[src/rtl/tlpw_pkg.sv]
// ----------------------------------------------------------------------------
// tlpw_pkg
// shared types, character codes and helpers for the telemetry line parser
// with link watchdog
// ----------------------------------------------------------------------------
package tlpw_pkg;

  // fixed field widths
  localparam int RPM_W     = 21;
  localparam int VBAT_W    = 31;
  localparam int FAULT_W   = 21;
  localparam int TIMEOUT_W = 16;

  localparam logic [TIMEOUT_W-1:0] TIMEOUT_RESET = 16'd500;

  // command codes
  localparam logic CMD_BYTE = 1'b0;
  localparam logic CMD_TICK = 1'b1;

  // result kinds
  localparam logic KIND_TELEM = 1'b0;
  localparam logic KIND_STALE = 1'b1;

  localparam logic signed [FAULT_W-1:0] STALE_FAULT = 21'sd1;

  // character codes
  localparam logic [7:0] CHAR_TAB   = 8'h09;
  localparam logic [7:0] CHAR_LF    = 8'h0A;
  localparam logic [7:0] CHAR_CR    = 8'h0D;
  localparam logic [7:0] CHAR_SPACE = 8'h20;
  localparam logic [7:0] CHAR_PLUS  = 8'h2B;
  localparam logic [7:0] CHAR_COMMA = 8'h2C;
  localparam logic [7:0] CHAR_MINUS = 8'h2D;
  localparam logic [7:0] CHAR_DOT   = 8'h2E;
  localparam logic [7:0] CHAR_0     = 8'h30;
  localparam logic [7:0] CHAR_9     = 8'h39;
  localparam logic [7:0] CHAR_SEMI  = 8'h3B;
  localparam logic [7:0] CHAR_E     = 8'h45;
  localparam logic [7:0] CHAR_L     = 8'h4C;
  localparam logic [7:0] CHAR_T     = 8'h54;

  // position within a line
  typedef enum logic [2:0] {
    PH_LEAD,
    PH_T,
    PH_E,
    PH_L,
    PH_RPM,
    PH_VBAT,
    PH_ERR,
    PH_CHECK
  } phase_t;

  // position within one number
  typedef enum logic [2:0] {
    NS_PRE,
    NS_SIGN,
    NS_INT,
    NS_FRAC,
    NS_TRAIL
  } num_stage_t;

  // finished line from the scanner
  typedef struct packed {
    logic                       ok;
    logic signed [RPM_W-1:0]    rpm;
    logic signed [VBAT_W-1:0]   vbat_milli;
    logic signed [FAULT_W-1:0]  fault_code;
  } frame_t;

  // result offered to the output register
  typedef struct packed {
    logic                       valid;
    logic                       kind;
    logic signed [RPM_W-1:0]    rpm;
    logic signed [VBAT_W-1:0]   vbat_milli;
    logic signed [FAULT_W-1:0]  fault_code;
    logic                       connected;
    logic                       link_changed;
  } result_t;

  function automatic logic is_ws(input logic [7:0] c);
    return (c == CHAR_SPACE) || ((c >= CHAR_TAB) && (c <= CHAR_CR));
  endfunction

  // power of ten, constant arguments only
  function automatic longint pow10(input int n);
    longint p;
    p = 1;
    for (int i = 0; i < 18; i++) begin
      if (i < n) p = p * 10;
    end
    return p;
  endfunction

endpackage

[src/rtl/tlpw_line_scan.sv]
// ----------------------------------------------------------------------------
// tlpw_line_scan
// per-byte line scanner: tracks the frame text, accumulates the number
// fields and evaluates the checksum when the line feed arrives
// ----------------------------------------------------------------------------
module tlpw_line_scan #(
  parameter int MAX_DIGITS  = 6,
  parameter int FRAC_DIGITS = 3,
  parameter int MAX_LINE    = 128
) (
  input  logic              clk,
  input  logic              rst,
  input  logic              step,
  input  logic              cmd,
  input  logic [7:0]        data_byte,
  output tlpw_pkg::frame_t  frame
);

  localparam int ACC_W  = $clog2(10 ** MAX_DIGITS);
  localparam int FRAC_W = (FRAC_DIGITS > 0) ? $clog2(10 ** FRAC_DIGITS) : 1;
  localparam int DC_W   = $clog2(MAX_DIGITS + 1);
  localparam int FC_W   = (FRAC_DIGITS > 0) ? $clog2(FRAC_DIGITS + 1) : 1;
  localparam int NW     = (FRAC_DIGITS > 0) ? FRAC_DIGITS : 1;
  localparam int IX_W   = (NW > 1) ? $clog2(NW) : 1;
  localparam int LEN_W  = $clog2(MAX_LINE + 2);
  localparam int SUM_W  = (ACC_W + 3 > 9) ? ACC_W + 3 : 9;
  localparam int CMP_W  = (ACC_W > 8) ? ACC_W : 8;
  localparam int VB_W   = tlpw_pkg::VBAT_W;
  localparam logic [VB_W-1:0] P10F = VB_W'(10 ** FRAC_DIGITS);

  // line state
  tlpw_pkg::phase_t     phase, phase_next;
  tlpw_pkg::num_stage_t num_stage, num_stage_next;
  logic                 line_bad, line_bad_next;
  logic [ACC_W-1:0]     speed_acc, speed_acc_next;
  logic [ACC_W-1:0]     volt_int_acc, volt_int_acc_next;
  logic [FRAC_W-1:0]    volt_frac_acc, volt_frac_acc_next;
  logic [ACC_W-1:0]     fault_acc, fault_acc_next;
  logic [ACC_W-1:0]     check_acc, check_acc_next;
  logic [3:0]           sign_flags, sign_flags_next;
  logic [DC_W-1:0]      digit_count, digit_count_next;
  logic [FC_W-1:0]      frac_count, frac_count_next;
  logic                 has_digit, has_digit_next;
  logic                 chk_text, chk_text_next;
  logic                 chk_junk, chk_junk_next;
  logic                 chk_big, chk_big_next;
  logic [LEN_W-1:0]     line_length, line_length_next;

  // byte decode
  logic             is_byte, eol, ws, is_digit, bad_now;
  logic [3:0]       digit;
  logic [7:0]       term;
  logic [1:0]       fsel;
  logic [ACC_W-1:0] acc_cur;
  logic [LEN_W-1:0] len_inc;

  // number character step
  tlpw_pkg::num_stage_t nc_stage;
  logic [ACC_W-1:0]     nc_acc;
  logic [DC_W-1:0]      nc_dc;
  logic [FC_W-1:0]      nc_fc;
  logic [FRAC_W-1:0]    nc_frac;
  logic                 nc_hd;
  logic [3:0]           nc_sign;
  logic                 nc_inv, nc_big;

  logic [FRAC_W-1:0] frac_wt [NW];

  for (genvar gi = 0; gi < NW; gi++) begin : g_wt
    assign frac_wt[gi] = FRAC_W'(tlpw_pkg::pow10(FRAC_DIGITS - 1 - gi));
  end

  assign is_byte  = step && (cmd == tlpw_pkg::CMD_BYTE);
  assign eol      = (data_byte == tlpw_pkg::CHAR_LF);
  assign ws       = tlpw_pkg::is_ws(data_byte);
  assign is_digit = (data_byte >= tlpw_pkg::CHAR_0) && (data_byte <= tlpw_pkg::CHAR_9);
  assign digit    = 4'(data_byte - tlpw_pkg::CHAR_0);
  assign term     = (phase == tlpw_pkg::PH_ERR) ? tlpw_pkg::CHAR_SEMI : tlpw_pkg::CHAR_COMMA;
  assign len_inc  = (line_length <= LEN_W'(MAX_LINE)) ? line_length + 1'b1 : line_length;
  assign bad_now  = line_bad || (len_inc > LEN_W'(MAX_LINE));

  always_comb begin
    case (phase)
      tlpw_pkg::PH_RPM:  fsel = 2'd0;
      tlpw_pkg::PH_VBAT: fsel = 2'd1;
      tlpw_pkg::PH_ERR:  fsel = 2'd2;
      default:           fsel = 2'd3;
    endcase
  end

  always_comb begin
    case (fsel)
      2'd0:    acc_cur = speed_acc;
      2'd1:    acc_cur = volt_int_acc;
      2'd2:    acc_cur = fault_acc;
      default: acc_cur = check_acc;
    endcase
  end

  // one character of a signed decimal
  always_comb begin
    nc_stage = num_stage;
    nc_acc   = acc_cur;
    nc_dc    = digit_count;
    nc_fc    = frac_count;
    nc_frac  = volt_frac_acc;
    nc_hd    = has_digit;
    nc_sign  = sign_flags;
    nc_inv   = 1'b0;
    nc_big   = 1'b0;
    if (ws) begin
      if (num_stage == tlpw_pkg::NS_SIGN) begin
        nc_inv = 1'b1;
      end else if (num_stage == tlpw_pkg::NS_INT || num_stage == tlpw_pkg::NS_FRAC) begin
        nc_stage = tlpw_pkg::NS_TRAIL;
      end
    end else if (is_digit) begin
      if (num_stage == tlpw_pkg::NS_TRAIL) begin
        nc_inv = 1'b1;
      end else begin
        nc_hd = 1'b1;
        if (num_stage == tlpw_pkg::NS_FRAC) begin
          if (frac_count < FC_W'(FRAC_DIGITS)) begin
            nc_frac = volt_frac_acc + FRAC_W'(digit) * frac_wt[frac_count[IX_W-1:0]];
            nc_fc   = frac_count + 1'b1;
          end
        end else begin
          nc_stage = tlpw_pkg::NS_INT;
          // leading zeros do not count
          if (!(acc_cur == '0 && digit == 4'd0)) begin
            if (digit_count >= DC_W'(MAX_DIGITS)) begin
              nc_big = 1'b1;
            end else begin
              nc_acc = acc_cur * ACC_W'(10) + ACC_W'(digit);
              nc_dc  = digit_count + 1'b1;
            end
          end
        end
      end
    end else if (data_byte == tlpw_pkg::CHAR_PLUS || data_byte == tlpw_pkg::CHAR_MINUS) begin
      if (num_stage != tlpw_pkg::NS_PRE) begin
        nc_inv = 1'b1;
      end else begin
        nc_stage = tlpw_pkg::NS_SIGN;
        if (data_byte == tlpw_pkg::CHAR_MINUS) nc_sign[fsel] = 1'b1;
      end
    end else if (data_byte == tlpw_pkg::CHAR_DOT && phase == tlpw_pkg::PH_VBAT &&
                 (num_stage == tlpw_pkg::NS_PRE || num_stage == tlpw_pkg::NS_SIGN ||
                  num_stage == tlpw_pkg::NS_INT)) begin
      nc_stage = tlpw_pkg::NS_FRAC;
    end else begin
      nc_inv = 1'b1;
    end
  end

  // next line position
  always_comb begin
    phase_next = phase;
    if (is_byte) begin
      if (eol) begin
        phase_next = tlpw_pkg::PH_LEAD;
      end else if (!bad_now) begin
        case (phase)
          tlpw_pkg::PH_LEAD: if (data_byte == tlpw_pkg::CHAR_T) phase_next = tlpw_pkg::PH_T;
          tlpw_pkg::PH_T:    if (data_byte == tlpw_pkg::CHAR_E) phase_next = tlpw_pkg::PH_E;
          tlpw_pkg::PH_E:    if (data_byte == tlpw_pkg::CHAR_L) phase_next = tlpw_pkg::PH_L;
          tlpw_pkg::PH_L:    if (data_byte == tlpw_pkg::CHAR_COMMA) phase_next = tlpw_pkg::PH_RPM;
          tlpw_pkg::PH_RPM:  if (data_byte == term && has_digit) phase_next = tlpw_pkg::PH_VBAT;
          tlpw_pkg::PH_VBAT: if (data_byte == term && has_digit) phase_next = tlpw_pkg::PH_ERR;
          tlpw_pkg::PH_ERR:  if (data_byte == term && has_digit) phase_next = tlpw_pkg::PH_CHECK;
          default: ;
        endcase
      end
    end
  end

  // field and status updates
  always_comb begin
    num_stage_next     = num_stage;
    line_bad_next      = line_bad;
    speed_acc_next     = speed_acc;
    volt_int_acc_next  = volt_int_acc;
    volt_frac_acc_next = volt_frac_acc;
    fault_acc_next     = fault_acc;
    check_acc_next     = check_acc;
    sign_flags_next    = sign_flags;
    digit_count_next   = digit_count;
    frac_count_next    = frac_count;
    has_digit_next     = has_digit;
    chk_text_next      = chk_text;
    chk_junk_next      = chk_junk;
    chk_big_next       = chk_big;
    line_length_next   = line_length;
    if (is_byte && eol) begin
      num_stage_next     = tlpw_pkg::NS_PRE;
      line_bad_next      = 1'b0;
      speed_acc_next     = '0;
      volt_int_acc_next  = '0;
      volt_frac_acc_next = '0;
      fault_acc_next     = '0;
      check_acc_next     = '0;
      sign_flags_next    = '0;
      digit_count_next   = '0;
      frac_count_next    = '0;
      has_digit_next     = 1'b0;
      chk_text_next      = 1'b0;
      chk_junk_next      = 1'b0;
      chk_big_next       = 1'b0;
      line_length_next   = '0;
    end else if (is_byte) begin
      line_length_next = len_inc;
      if (bad_now) begin
        line_bad_next = 1'b1;
      end else begin
        case (phase)
          tlpw_pkg::PH_LEAD: if (!ws && data_byte != tlpw_pkg::CHAR_T) line_bad_next = 1'b1;
          tlpw_pkg::PH_T:    if (data_byte != tlpw_pkg::CHAR_E) line_bad_next = 1'b1;
          tlpw_pkg::PH_E:    if (data_byte != tlpw_pkg::CHAR_L) line_bad_next = 1'b1;
          tlpw_pkg::PH_L:    if (data_byte != tlpw_pkg::CHAR_COMMA) line_bad_next = 1'b1;
          tlpw_pkg::PH_RPM, tlpw_pkg::PH_VBAT, tlpw_pkg::PH_ERR: begin
            if (data_byte == term) begin
              if (!has_digit) begin
                line_bad_next = 1'b1;
              end else begin
                num_stage_next   = tlpw_pkg::NS_PRE;
                has_digit_next   = 1'b0;
                digit_count_next = '0;
              end
            end else begin
              if (nc_inv || nc_big) line_bad_next = 1'b1;
              num_stage_next     = nc_stage;
              has_digit_next     = nc_hd;
              digit_count_next   = nc_dc;
              frac_count_next    = nc_fc;
              volt_frac_acc_next = nc_frac;
              sign_flags_next    = nc_sign;
              case (phase)
                tlpw_pkg::PH_RPM:  speed_acc_next    = nc_acc;
                tlpw_pkg::PH_VBAT: volt_int_acc_next = nc_acc;
                default:           fault_acc_next    = nc_acc;
              endcase
            end
          end
          default: begin
            // checksum text
            if (data_byte == tlpw_pkg::CHAR_SEMI) begin
              line_bad_next = 1'b1;
            end else begin
              if (!ws) chk_text_next = 1'b1;
              if (!chk_junk) begin
                num_stage_next   = nc_stage;
                has_digit_next   = nc_hd;
                digit_count_next = nc_dc;
                sign_flags_next  = nc_sign;
                check_acc_next   = nc_acc;
                if (nc_inv) chk_junk_next = 1'b1;
                if (nc_big) chk_big_next = 1'b1;
              end
            end
          end
        endcase
      end
    end
  end

  always_ff @(posedge clk) begin
    if (rst) begin
      phase         <= tlpw_pkg::PH_LEAD;
      num_stage     <= tlpw_pkg::NS_PRE;
      line_bad      <= 1'b0;
      speed_acc     <= '0;
      volt_int_acc  <= '0;
      volt_frac_acc <= '0;
      fault_acc     <= '0;
      check_acc     <= '0;
      sign_flags    <= '0;
      digit_count   <= '0;
      frac_count    <= '0;
      has_digit     <= 1'b0;
      chk_text      <= 1'b0;
      chk_junk      <= 1'b0;
      chk_big       <= 1'b0;
      line_length   <= '0;
    end else begin
      phase         <= phase_next;
      num_stage     <= num_stage_next;
      line_bad      <= line_bad_next;
      speed_acc     <= speed_acc_next;
      volt_int_acc  <= volt_int_acc_next;
      volt_frac_acc <= volt_frac_acc_next;
      fault_acc     <= fault_acc_next;
      check_acc     <= check_acc_next;
      sign_flags    <= sign_flags_next;
      digit_count   <= digit_count_next;
      frac_count    <= frac_count_next;
      has_digit     <= has_digit_next;
      chk_text      <= chk_text_next;
      chk_junk      <= chk_junk_next;
      chk_big       <= chk_big_next;
      line_length   <= line_length_next;
    end
  end

  // end of line evaluation
  logic [SUM_W-1:0] s_rpm, s_vint, s_err, csum;
  logic [7:0]       sum_lo, sum_mag;
  logic             sum_neg, chk_ok, line_ok;
  logic [VB_W-1:0]  vmag;

  assign s_rpm  = sign_flags[0] ? SUM_W'(0) - SUM_W'(speed_acc) : SUM_W'(speed_acc);
  assign s_vint = sign_flags[1] ? SUM_W'(0) - SUM_W'(volt_int_acc) : SUM_W'(volt_int_acc);
  assign s_err  = sign_flags[2] ? SUM_W'(0) - SUM_W'(fault_acc) : SUM_W'(fault_acc);
  assign csum   = s_rpm + s_vint + s_err;

  // remainder keeps the sign of the sum: compare magnitude and sign separately
  assign sum_neg = csum[SUM_W-1];
  assign sum_lo  = csum[7:0];
  assign sum_mag = sum_neg ? 8'd0 - sum_lo : sum_lo;

  always_comb begin
    if (!chk_text) begin
      chk_ok = 1'b1;
    end else if (chk_junk || !has_digit) begin
      chk_ok = (sum_mag == 8'd0);
    end else if (chk_big) begin
      chk_ok = 1'b0;
    end else if (sum_mag == 8'd0) begin
      chk_ok = (check_acc == '0);
    end else begin
      chk_ok = (CMP_W'(check_acc) == CMP_W'(sum_mag)) && (sign_flags[3] == sum_neg);
    end
  end

  assign line_ok = !line_bad && (line_length <= LEN_W'(MAX_LINE)) &&
                   (phase == tlpw_pkg::PH_CHECK);
  assign vmag    = VB_W'(volt_int_acc) * P10F + VB_W'(volt_frac_acc);

  assign frame.ok         = is_byte && eol && line_ok && chk_ok;
  assign frame.rpm        = sign_flags[0] ? tlpw_pkg::RPM_W'(0) - tlpw_pkg::RPM_W'(speed_acc)
                                          : tlpw_pkg::RPM_W'(speed_acc);
  assign frame.vbat_milli = sign_flags[1] ? VB_W'(0) - vmag : vmag;
  assign frame.fault_code = sign_flags[2] ? tlpw_pkg::FAULT_W'(0) - tlpw_pkg::FAULT_W'(fault_acc)
                                          : tlpw_pkg::FAULT_W'(fault_acc);

endmodule

[src/rtl/tlpw_watchdog.sv]
// ----------------------------------------------------------------------------
// tlpw_watchdog
// tick counter with programmable timeout, link flag and result selection
// ----------------------------------------------------------------------------
module tlpw_watchdog (
  input  logic                             clk,
  input  logic                             rst,
  input  logic                             step,
  input  logic                             cmd,
  input  logic                             cfg_wr_en,
  input  logic [tlpw_pkg::TIMEOUT_W-1:0]   cfg_wr_data,
  input  tlpw_pkg::frame_t                 frame,
  output tlpw_pkg::result_t                result
);

  logic [tlpw_pkg::TIMEOUT_W-1:0] timeout_ticks;
  logic [tlpw_pkg::TIMEOUT_W-1:0] tick_count, tick_count_next;
  logic [tlpw_pkg::TIMEOUT_W-1:0] cnt_inc;
  logic                           link_up, link_up_next;
  logic                           is_tick, stale;

  assign is_tick = step && (cmd == tlpw_pkg::CMD_TICK);
  // any timeout fires once the incremented count reaches all ones, so the
  // count stays below that and the increment cannot wrap
  assign cnt_inc = tick_count + 1'b1;
  assign stale   = is_tick && !(cnt_inc < timeout_ticks);

  always_comb begin
    tick_count_next = tick_count;
    link_up_next    = link_up;
    if (frame.ok) begin
      tick_count_next = '0;
      link_up_next    = 1'b1;
    end else if (stale) begin
      tick_count_next = '0;
      link_up_next    = 1'b0;
    end else if (is_tick) begin
      tick_count_next = cnt_inc;
    end
  end

  always_comb begin
    result.valid        = frame.ok || stale;
    result.kind         = stale ? tlpw_pkg::KIND_STALE : tlpw_pkg::KIND_TELEM;
    result.rpm          = stale ? '0 : frame.rpm;
    result.vbat_milli   = stale ? '0 : frame.vbat_milli;
    result.fault_code   = stale ? tlpw_pkg::STALE_FAULT : frame.fault_code;
    result.connected    = !stale;
    result.link_changed = stale ? link_up : !link_up;
  end

  always_ff @(posedge clk) begin
    if (rst) begin
      timeout_ticks <= tlpw_pkg::TIMEOUT_RESET;
      tick_count    <= '0;
      link_up       <= 1'b0;
    end else begin
      if (cfg_wr_en) timeout_ticks <= cfg_wr_data;
      tick_count <= tick_count_next;
      link_up    <= link_up_next;
    end
  end

endmodule

[src/rtl/telemetry_line_parser_watchdog_unit.sv]
// ----------------------------------------------------------------------------
// telemetry_line_parser_watchdog_unit
// parses "TEL,rpm,vbat,error;checksum" lines from a byte stream and keeps a
// tick-driven link watchdog
// ----------------------------------------------------------------------------
//
//   channel   direction  handshake              payload
//   -------   ---------  ---------------------  ----------------------------
//   input     in         in_valid / in_ready    cmd, data_byte
//   result    out        out_valid / out_ready  kind, rpm, vbat_milli,
//                                               fault_code, connected,
//                                               link_changed
//   config    in         cfg_wr_en              cfg_wr_data (timeout_ticks)
//
// one input transfer per cycle sustained while results drain; an input
// that yields a result passes the input register, then the result register,
// before the result is shown; a shown result then waits for out_ready
// the per-byte scanner update and end-of-line checksum form the single stage
// between the two registers
// rst is synchronous: line state, tick counter and link flag clear, the
// timeout goes back to 500
// a held result only stalls the input side when the input register also
// holds an item; in_ready stays high whenever the result register can drain
// ----------------------------------------------------------------------------
module telemetry_line_parser_watchdog_unit #(
  parameter int MAX_DIGITS  = 6,
  parameter int FRAC_DIGITS = 3,
  parameter int MAX_LINE    = 128
) (
  input  logic                                    clk,
  input  logic                                    rst,
  // input channel
  input  logic                                    in_valid,
  output logic                                    in_ready,
  input  logic                                    cmd,
  input  logic [7:0]                              data_byte,
  // result channel
  output logic                                    out_valid,
  input  logic                                    out_ready,
  output logic                                    kind,
  output logic signed [tlpw_pkg::RPM_W-1:0]       rpm,
  output logic signed [tlpw_pkg::VBAT_W-1:0]      vbat_milli,
  output logic signed [tlpw_pkg::FAULT_W-1:0]     fault_code,
  output logic                                    connected,
  output logic                                    link_changed,
  // configuration
  input  logic                                    cfg_wr_en,
  input  logic [tlpw_pkg::TIMEOUT_W-1:0]          cfg_wr_data
);

  // input register
  logic       in_held;
  logic       cmd_q;
  logic [7:0] byte_q;
  logic       in_xfer;
  logic       advance;

  tlpw_pkg::frame_t  frame;
  tlpw_pkg::result_t result;

  // the held item moves on when the result register is free or draining
  assign advance  = in_held && (!out_valid || out_ready);
  assign in_ready = !in_held || advance;
  assign in_xfer  = in_valid && in_ready;

  always_ff @(posedge clk) begin
    if (rst) begin
      in_held <= 1'b0;
    end else if (in_xfer) begin
      in_held <= 1'b1;
    end else if (advance) begin
      in_held <= 1'b0;
    end
  end

  // payload needs no reset
  always_ff @(posedge clk) begin
    if (in_xfer) begin
      cmd_q  <= cmd;
      byte_q <= data_byte;
    end
  end

  // line scanner: frame text, number fields, checksum
  tlpw_line_scan #(
    .MAX_DIGITS  (MAX_DIGITS),
    .FRAC_DIGITS (FRAC_DIGITS),
    .MAX_LINE    (MAX_LINE)
  ) u_line_scan (
    .clk       (clk),
    .rst       (rst),
    .step      (advance),
    .cmd       (cmd_q),
    .data_byte (byte_q),
    .frame     (frame)
  );

  // watchdog and result selection
  tlpw_watchdog u_watchdog (
    .clk         (clk),
    .rst         (rst),
    .step        (advance),
    .cmd         (cmd_q),
    .cfg_wr_en   (cfg_wr_en),
    .cfg_wr_data (cfg_wr_data),
    .frame       (frame),
    .result      (result)
  );

  // result register
  always_ff @(posedge clk) begin
    if (rst) begin
      out_valid <= 1'b0;
    end else if (advance && result.valid) begin
      out_valid <= 1'b1;
    end else if (out_ready) begin
      out_valid <= 1'b0;
    end
  end

  always_ff @(posedge clk) begin
    if (advance && result.valid) begin
      kind         <= result.kind;
      rpm          <= result.rpm;
      vbat_milli   <= result.vbat_milli;
      fault_code   <= result.fault_code;
      connected    <= result.connected;
      link_changed <= result.link_changed;
    end
  end

endmodule

[config.mk]
export PLATFORM = sky130hd
export DESIGN_NAME = telemetry_line_parser_watchdog_unit
export DESIGN_NICKNAME = d
export VERILOG_FILES = /design/src/rtl/tlpw_pkg.sv /design/src/rtl/tlpw_line_scan.sv /design/src/rtl/tlpw_watchdog.sv /design/src/rtl/telemetry_line_parser_watchdog_unit.sv
export SDC_FILE = /design/constraint.sdc
export NUM_CORES = 1
export LEC_CHECK = 0
export BUFFER_PORTS_ARGS = -buffer_cell sky130_fd_sc_hd__buf_4
export CORE_ASPECT_RATIO = 1.2
export CORE_MARGIN = 2
export CORE_UTILIZATION = 60
export CTS_BUF_LIST = sky130_fd_sc_hd__clkbuf_4
export CTS_CLUSTER_DIAMETER = 50
export DETAILED_ROUTE_END_ITERATION = 8
export GPL_ROUTABILITY_DRIVEN = 0
export PLACE_DENSITY = 0.82
export SLEW_MARGIN = 20
export SYNTH_ARGS = -nofsm -noshare
export SYNTH_HDL_FRONTEND = slang
export SYNTH_HIERARCHICAL = 1
export SYNTH_SLANG_ARGS = --single-unit
[constraint.sdc]
create_clock -name clk -period 13.2 [get_ports clk]
set_clock_uncertainty 0.2 [all_clocks]
set_input_delay 0.66 -clock clk [delete_from_list [all_inputs] [get_ports clk]]
set_output_delay 0.66 -clock clk [all_outputs]
set_load 0.005 [all_outputs]
# After elaboration in Yosys (flattened, before gate mapping)
# Index checks and enable logic that the tools add are counted.
# classes
n_bitwise	14
mul	3
order_cmp	12
mux	109
n_eq_ne	48
reduce_logical	73
addsub	17
# op_table
operator	count
$mux 20	8
$sub 1x20->21 const A	5
$mux 3	31
$mux 23	3
$pmux 20 s3	1
$eq 8x6->1 const B	6
$add 23x23->23	2
$mux 1	43
$logic_not 20->1	2
$mux 4	8
$add 30x10->31	1
$mux 31	1
$sub 1x31->31 const A	1
$reduce_and 5->1	6
$mul 20x7->27 const B	1
$ne 3x1->1 const B	9
$eq 8x7->1 const B	3
$ne 8x7->1 const B	3
$pmux 3 s7	1
$add 20x4->20	1
$bmux 10 s2	1
$eq 20x8->1	1
$logic_and 1x1->1	20
$mul 20x3->19 const B	1
64 further kinds	117
# totals
word_cells	307
register_bits	238
inputBits	30
out_inout_bits	78

# Longest topological paths before layout
# depth
word_depth	16
ltp_mapped	30
ltp_nobuf	27

# Hierarchy
# Netlist, hierarchy kept.
# by_module_without_submodules
module	cells_per_inst	area_per_inst_um2	instances	seq_area_each_um2
tlpw_line_scan	2046	16265.6	1	2362.3
telemetry_line_parser_watchdog_unit	96	2655.0	1	2592.5
tlpw_watchdog	326	2536.2	1	660.6

# Least setup slack after synthesis
# OpenSTA, ideal clock, no wires.
# synth_timing
path_type	reg-to-reg
startpoint	reg u_line_scan.fault_acc[3]
endpoint	reg connected, enable pin
t_arrival_ns	8.781
slack_ns	3.699
setup_time_ns	0.520
required_ns	12.480
synth_period_minus_slack_ns	9.501
path_buffers	1
path_stages_with_launch	24
cell_sequence	dfxtp_1 > or4_1 > or2_2 > nor2_1 > nand2_1 > or4_1 > and2_1 > xnor2_1 > fa_1 > inv_1 > ha_1 > nand2_1 > or4_1 > a21oi_1 > and2_1 > clkbuf_1 > o21ai_0 > a2111oi_0 > nand3_1 > or3b_1 > o221ai_1 > or2_1 > nand2_1 > nor2b_1
# synth_lines
element	line_no	source
from (decl)	tlpw_line_scan.sv:38	logic [ACC_W-1:0] fault_acc, fault_acc_next;
from (signal assigned)	tlpw_line_scan.sv:291	fault_acc <= fault_acc_next;
to (signal assigned)	telemetry_line_parser_watchdog_unit.sv:127	connected <= result.connected;
to (decl)	telemetry_line_parser_watchdog_unit.sv:44	output logic connected,

==> out/metrics.csv <==
stage;metric;value;unit
status;status;complete, but fails checks;
status;violations;design-rule violations;
finish;final_cell_mix;225 x nand2_1, 217 x inv_1, 191 x nor2_1;
drt;wl_per_cell;17.6;um
cts;clock_sinks;238;
pwr;power_per_cell_area;63.7;mW/mm^2
cts;post-cts-setup-buffers;0;
finish;fillCellCount;2749;
floorplan;fp.dieArea;0.0373;sq mm
logic_synthesis;synth_ff_type;dfxtp_1;
cts;cts-htree-levels;3;
placed_design;dp.final_hpwl;40600;um
worst_setup_path;crit_type;reg -> reg;
logic_synthesis;ys_types;105;
global_route;grt-ovfl-total;0;
floorplan;rows;75;
worst_setup_path;required;13.33;ns
placed_design;io_buffer_count;107;
pwr;p_leak;10.6;nW
flow_run;maxCapViolations;0;
timing;fin_tns_setup;0;ns
logic_synthesis;syn_nets;2795;
floorplan;initial_utilization;61.1;%
finish;final_cells;3095;
timing;slew_viol_final;0;
global_route;grt_pass1_wl;89000;um
timing;rsz0062_at_grt;false;
finish;mostFrequentLayoutCell;nand2_1;
finish;nNetsFinal;2908;
logic_synthesis;avgSynthCellArea;8.69;sq um
finish;seq_area;0.00562;sq mm
logic_synthesis;synthCells;2468;
cts;clk_path_buf_depth;3;
timing;min_period;7.75;ns
logic_synthesis;syn-cell-area;0.0215;sq mm
worst_setup_path;crit_path_start_kind;flop;
floorplan;io-pin-count;108;
worst_setup_path;endpoint_kind;flop;
logic_synthesis;async_flop_share;0;%
logic_synthesis;synth_edf_count;85;
timing;final.period_utilization;58.7;%
global_route;grt_max_degree;96;
floorplan;die_y;211;um
cts;cts-buffers-inserted;66;
cts;cts-root-buf;clkbuf_4;
drt;drcViolationCount;2;
timing;relSlewSlack;13.2;%
drt;dr.first_iter.drc_count;1540;
logic_synthesis;ys_seq_elements;238;
global_route;grt_pass1_vias;18400;
timing;worst_pin_slew;1.29;ns
drt;dr_total_vias;18600;
cts;postCtsResizedCells;0;
worst_setup_path;path_max_fanout;76;
placed_design;dp.cells;2939;
worst_setup_path;critPathArrivalTime;7.88;ns
pwr;ir_worst_vdd;97.3;uV
global_route;antenna_found_initial;1;
timing;setup_viol_count_final;0;
timing;fmax;129;MHz
drt;ant_nets;0;
logic_synthesis;seq_area_frac_synth;26.2;%
drt;viasPerCell;6.02;
drt;detailedRoute.firstPassIterationCount;9;
cts;path_clk_slew;0.06;ns
finish;layout-drive-gt1-share;11.5;%
cts;clk_latency;0.78;ns
drt;wl;54400;um
floorplan;coreArea;0.0351;sq mm
worst_hold_path;hold_path_class;in -> reg;
finish;multi_input_area;0.0146;sq mm
logic_synthesis;synth_warnings;6;
global_route;grt_usage;29.5;%
cts;hold_buffers;36;
floorplan;die_x;177;um
timing;finalHoldViolations;0;
finish;area_growth;10.3;%
cts;cts_tree;done;
-- layer usage --
metal,wire length [um],vias up,part of all wire (%),global-route usage [%]
met4,2890,0,5.3,16.4
met1,20500,8806,38,33.7
met3,3690,195,6.8,5.18
met5,0,-,0,0
li1,-,8893,-,-
met2,27300,736,50,51.9
-- report_power, final --
| part | internal, mW | switching, mW |
|---|---|---|
| clock network | 0.321 | 0.338 |
| registers | 0.761 | 0.00770 |
| logic | 0.0358 | 0.0452 |
| total | 1.12 | 0.391 |
-- per-stage QoR --
| stage | setup slack, ns | util (%) | cell area, sq um | power, mW | hold WS, ns |
|---|---|---|---|---|---|
| final | 5.45 | 67.5 | 23700 | 1.51 | 0.114 |
| after global routing | 4.86 | 67.5 | 23700 | 1.57 | 0.113 |
| after CTS | 5.59 | 67.4 | 23700 | 1.52 | 0.0526 |
| after floorplan | 3.70 | - | 21500 | 0.833 | 0.241 |
| after detailed placement | 5.63 | 64.1 | 22500 | 0.856 | 0.266 |
| after global placement | 5.90 | 64.1 | 22500 | 0.852 | 0.261 |
-- sequential cells by signal (all words and copies together), names as in the netlist, 4 cells and up --
signal and flops:
rpm 21, u_line_scan/line_length 8, u_line_scan/fault_acc 20, fault_code 21
u_watchdog/timeout_ticks 16, u_line_scan/speed_acc 20, u_line_scan/volt_int_acc 20, u_watchdog/tick_count 16
byte_q 8, u_line_scan/volt_frac_acc 10, vbat_milli 31, u_line_scan/check_acc 20
u_line_scan/sign_flags 4
-- cells by family after synthesis --
| group | synth area share (%) |
|---|---|
| simple gates | 19.0 |
| compound gates | 16.7 |
| buf+inv | 6.02 |
| fa+ha+maj | 21.1 |
| flops | 26.2 |
| xor+xnor | 8.56 |
| mux | 2.41 |
-- cell type report --
cell class | instances | share of cell area [%]
clock inverters | 30 | 0.629
flip-flops and latches | 238 | 23.7
multi-input cells | 1900 | 61.6
inverters | 219 | 3.47
repair buffers | 156 | 5.33
diodes | 1 | 0.0106
clock buffers | 89 | 2.82
well taps | 462 | 2.44
-- Yosys cell counts (79+ instances only) --
library cell  count  area share (%)
nor2b_1          85             2.5
inv_1           217             3.8
dfxtp_1         153              14
a21oi_1         154             3.6
ha_1            189              11
nor2_1          192             3.4
o21ai_0          86             2.0
xnor2_1         143             5.8
nand2_1         225             3.9
fa_1            108              10
clkbuf_1         79             1.4
edfxtp_1         85              12
-- path summary, 6_finish.rpt --
path | startpoint | to | slack [ns] | cells after the start
min reg2reg | u_line_scan/check_acc[8] | u_line_scan/check_acc[8] | 0.28 | 2
min | cfg_wr_en | u_watchdog/timeout_ticks[2] | 0.11 | 3
max reg2reg | u_line_scan/fault_acc[3] | vbat_milli[9] | 5.45 | 23
max | u_line_scan/fault_acc[3] | vbat_milli[9] | 5.45 | 23
-- worst max-delay path, cell delays in order (launching register included) --
cell and delay (ns):
dfxtp_1 0.37, or4_1 0.55, or3_1 0.40, nand2b_1 0.19, o31ai_1 0.41, nand2_1 0.13, xor2_1 0.19, inv_1 0.08
fa_1 0.53, inv_1 0.05, ha_1 0.29, nand2_1 0.06, or4_1 0.52, a21oi_1 0.53, and2_1 0.42, o21ai_0 0.18
a2111oi_0 0.36, nand3_1 0.13, or3b_1 0.40, o221ai_1 0.15, or2_1 0.16, nand2_1 0.09, nor2b_4 0.11, buf_4 0.70
Power figures use the tool's default switching activity.
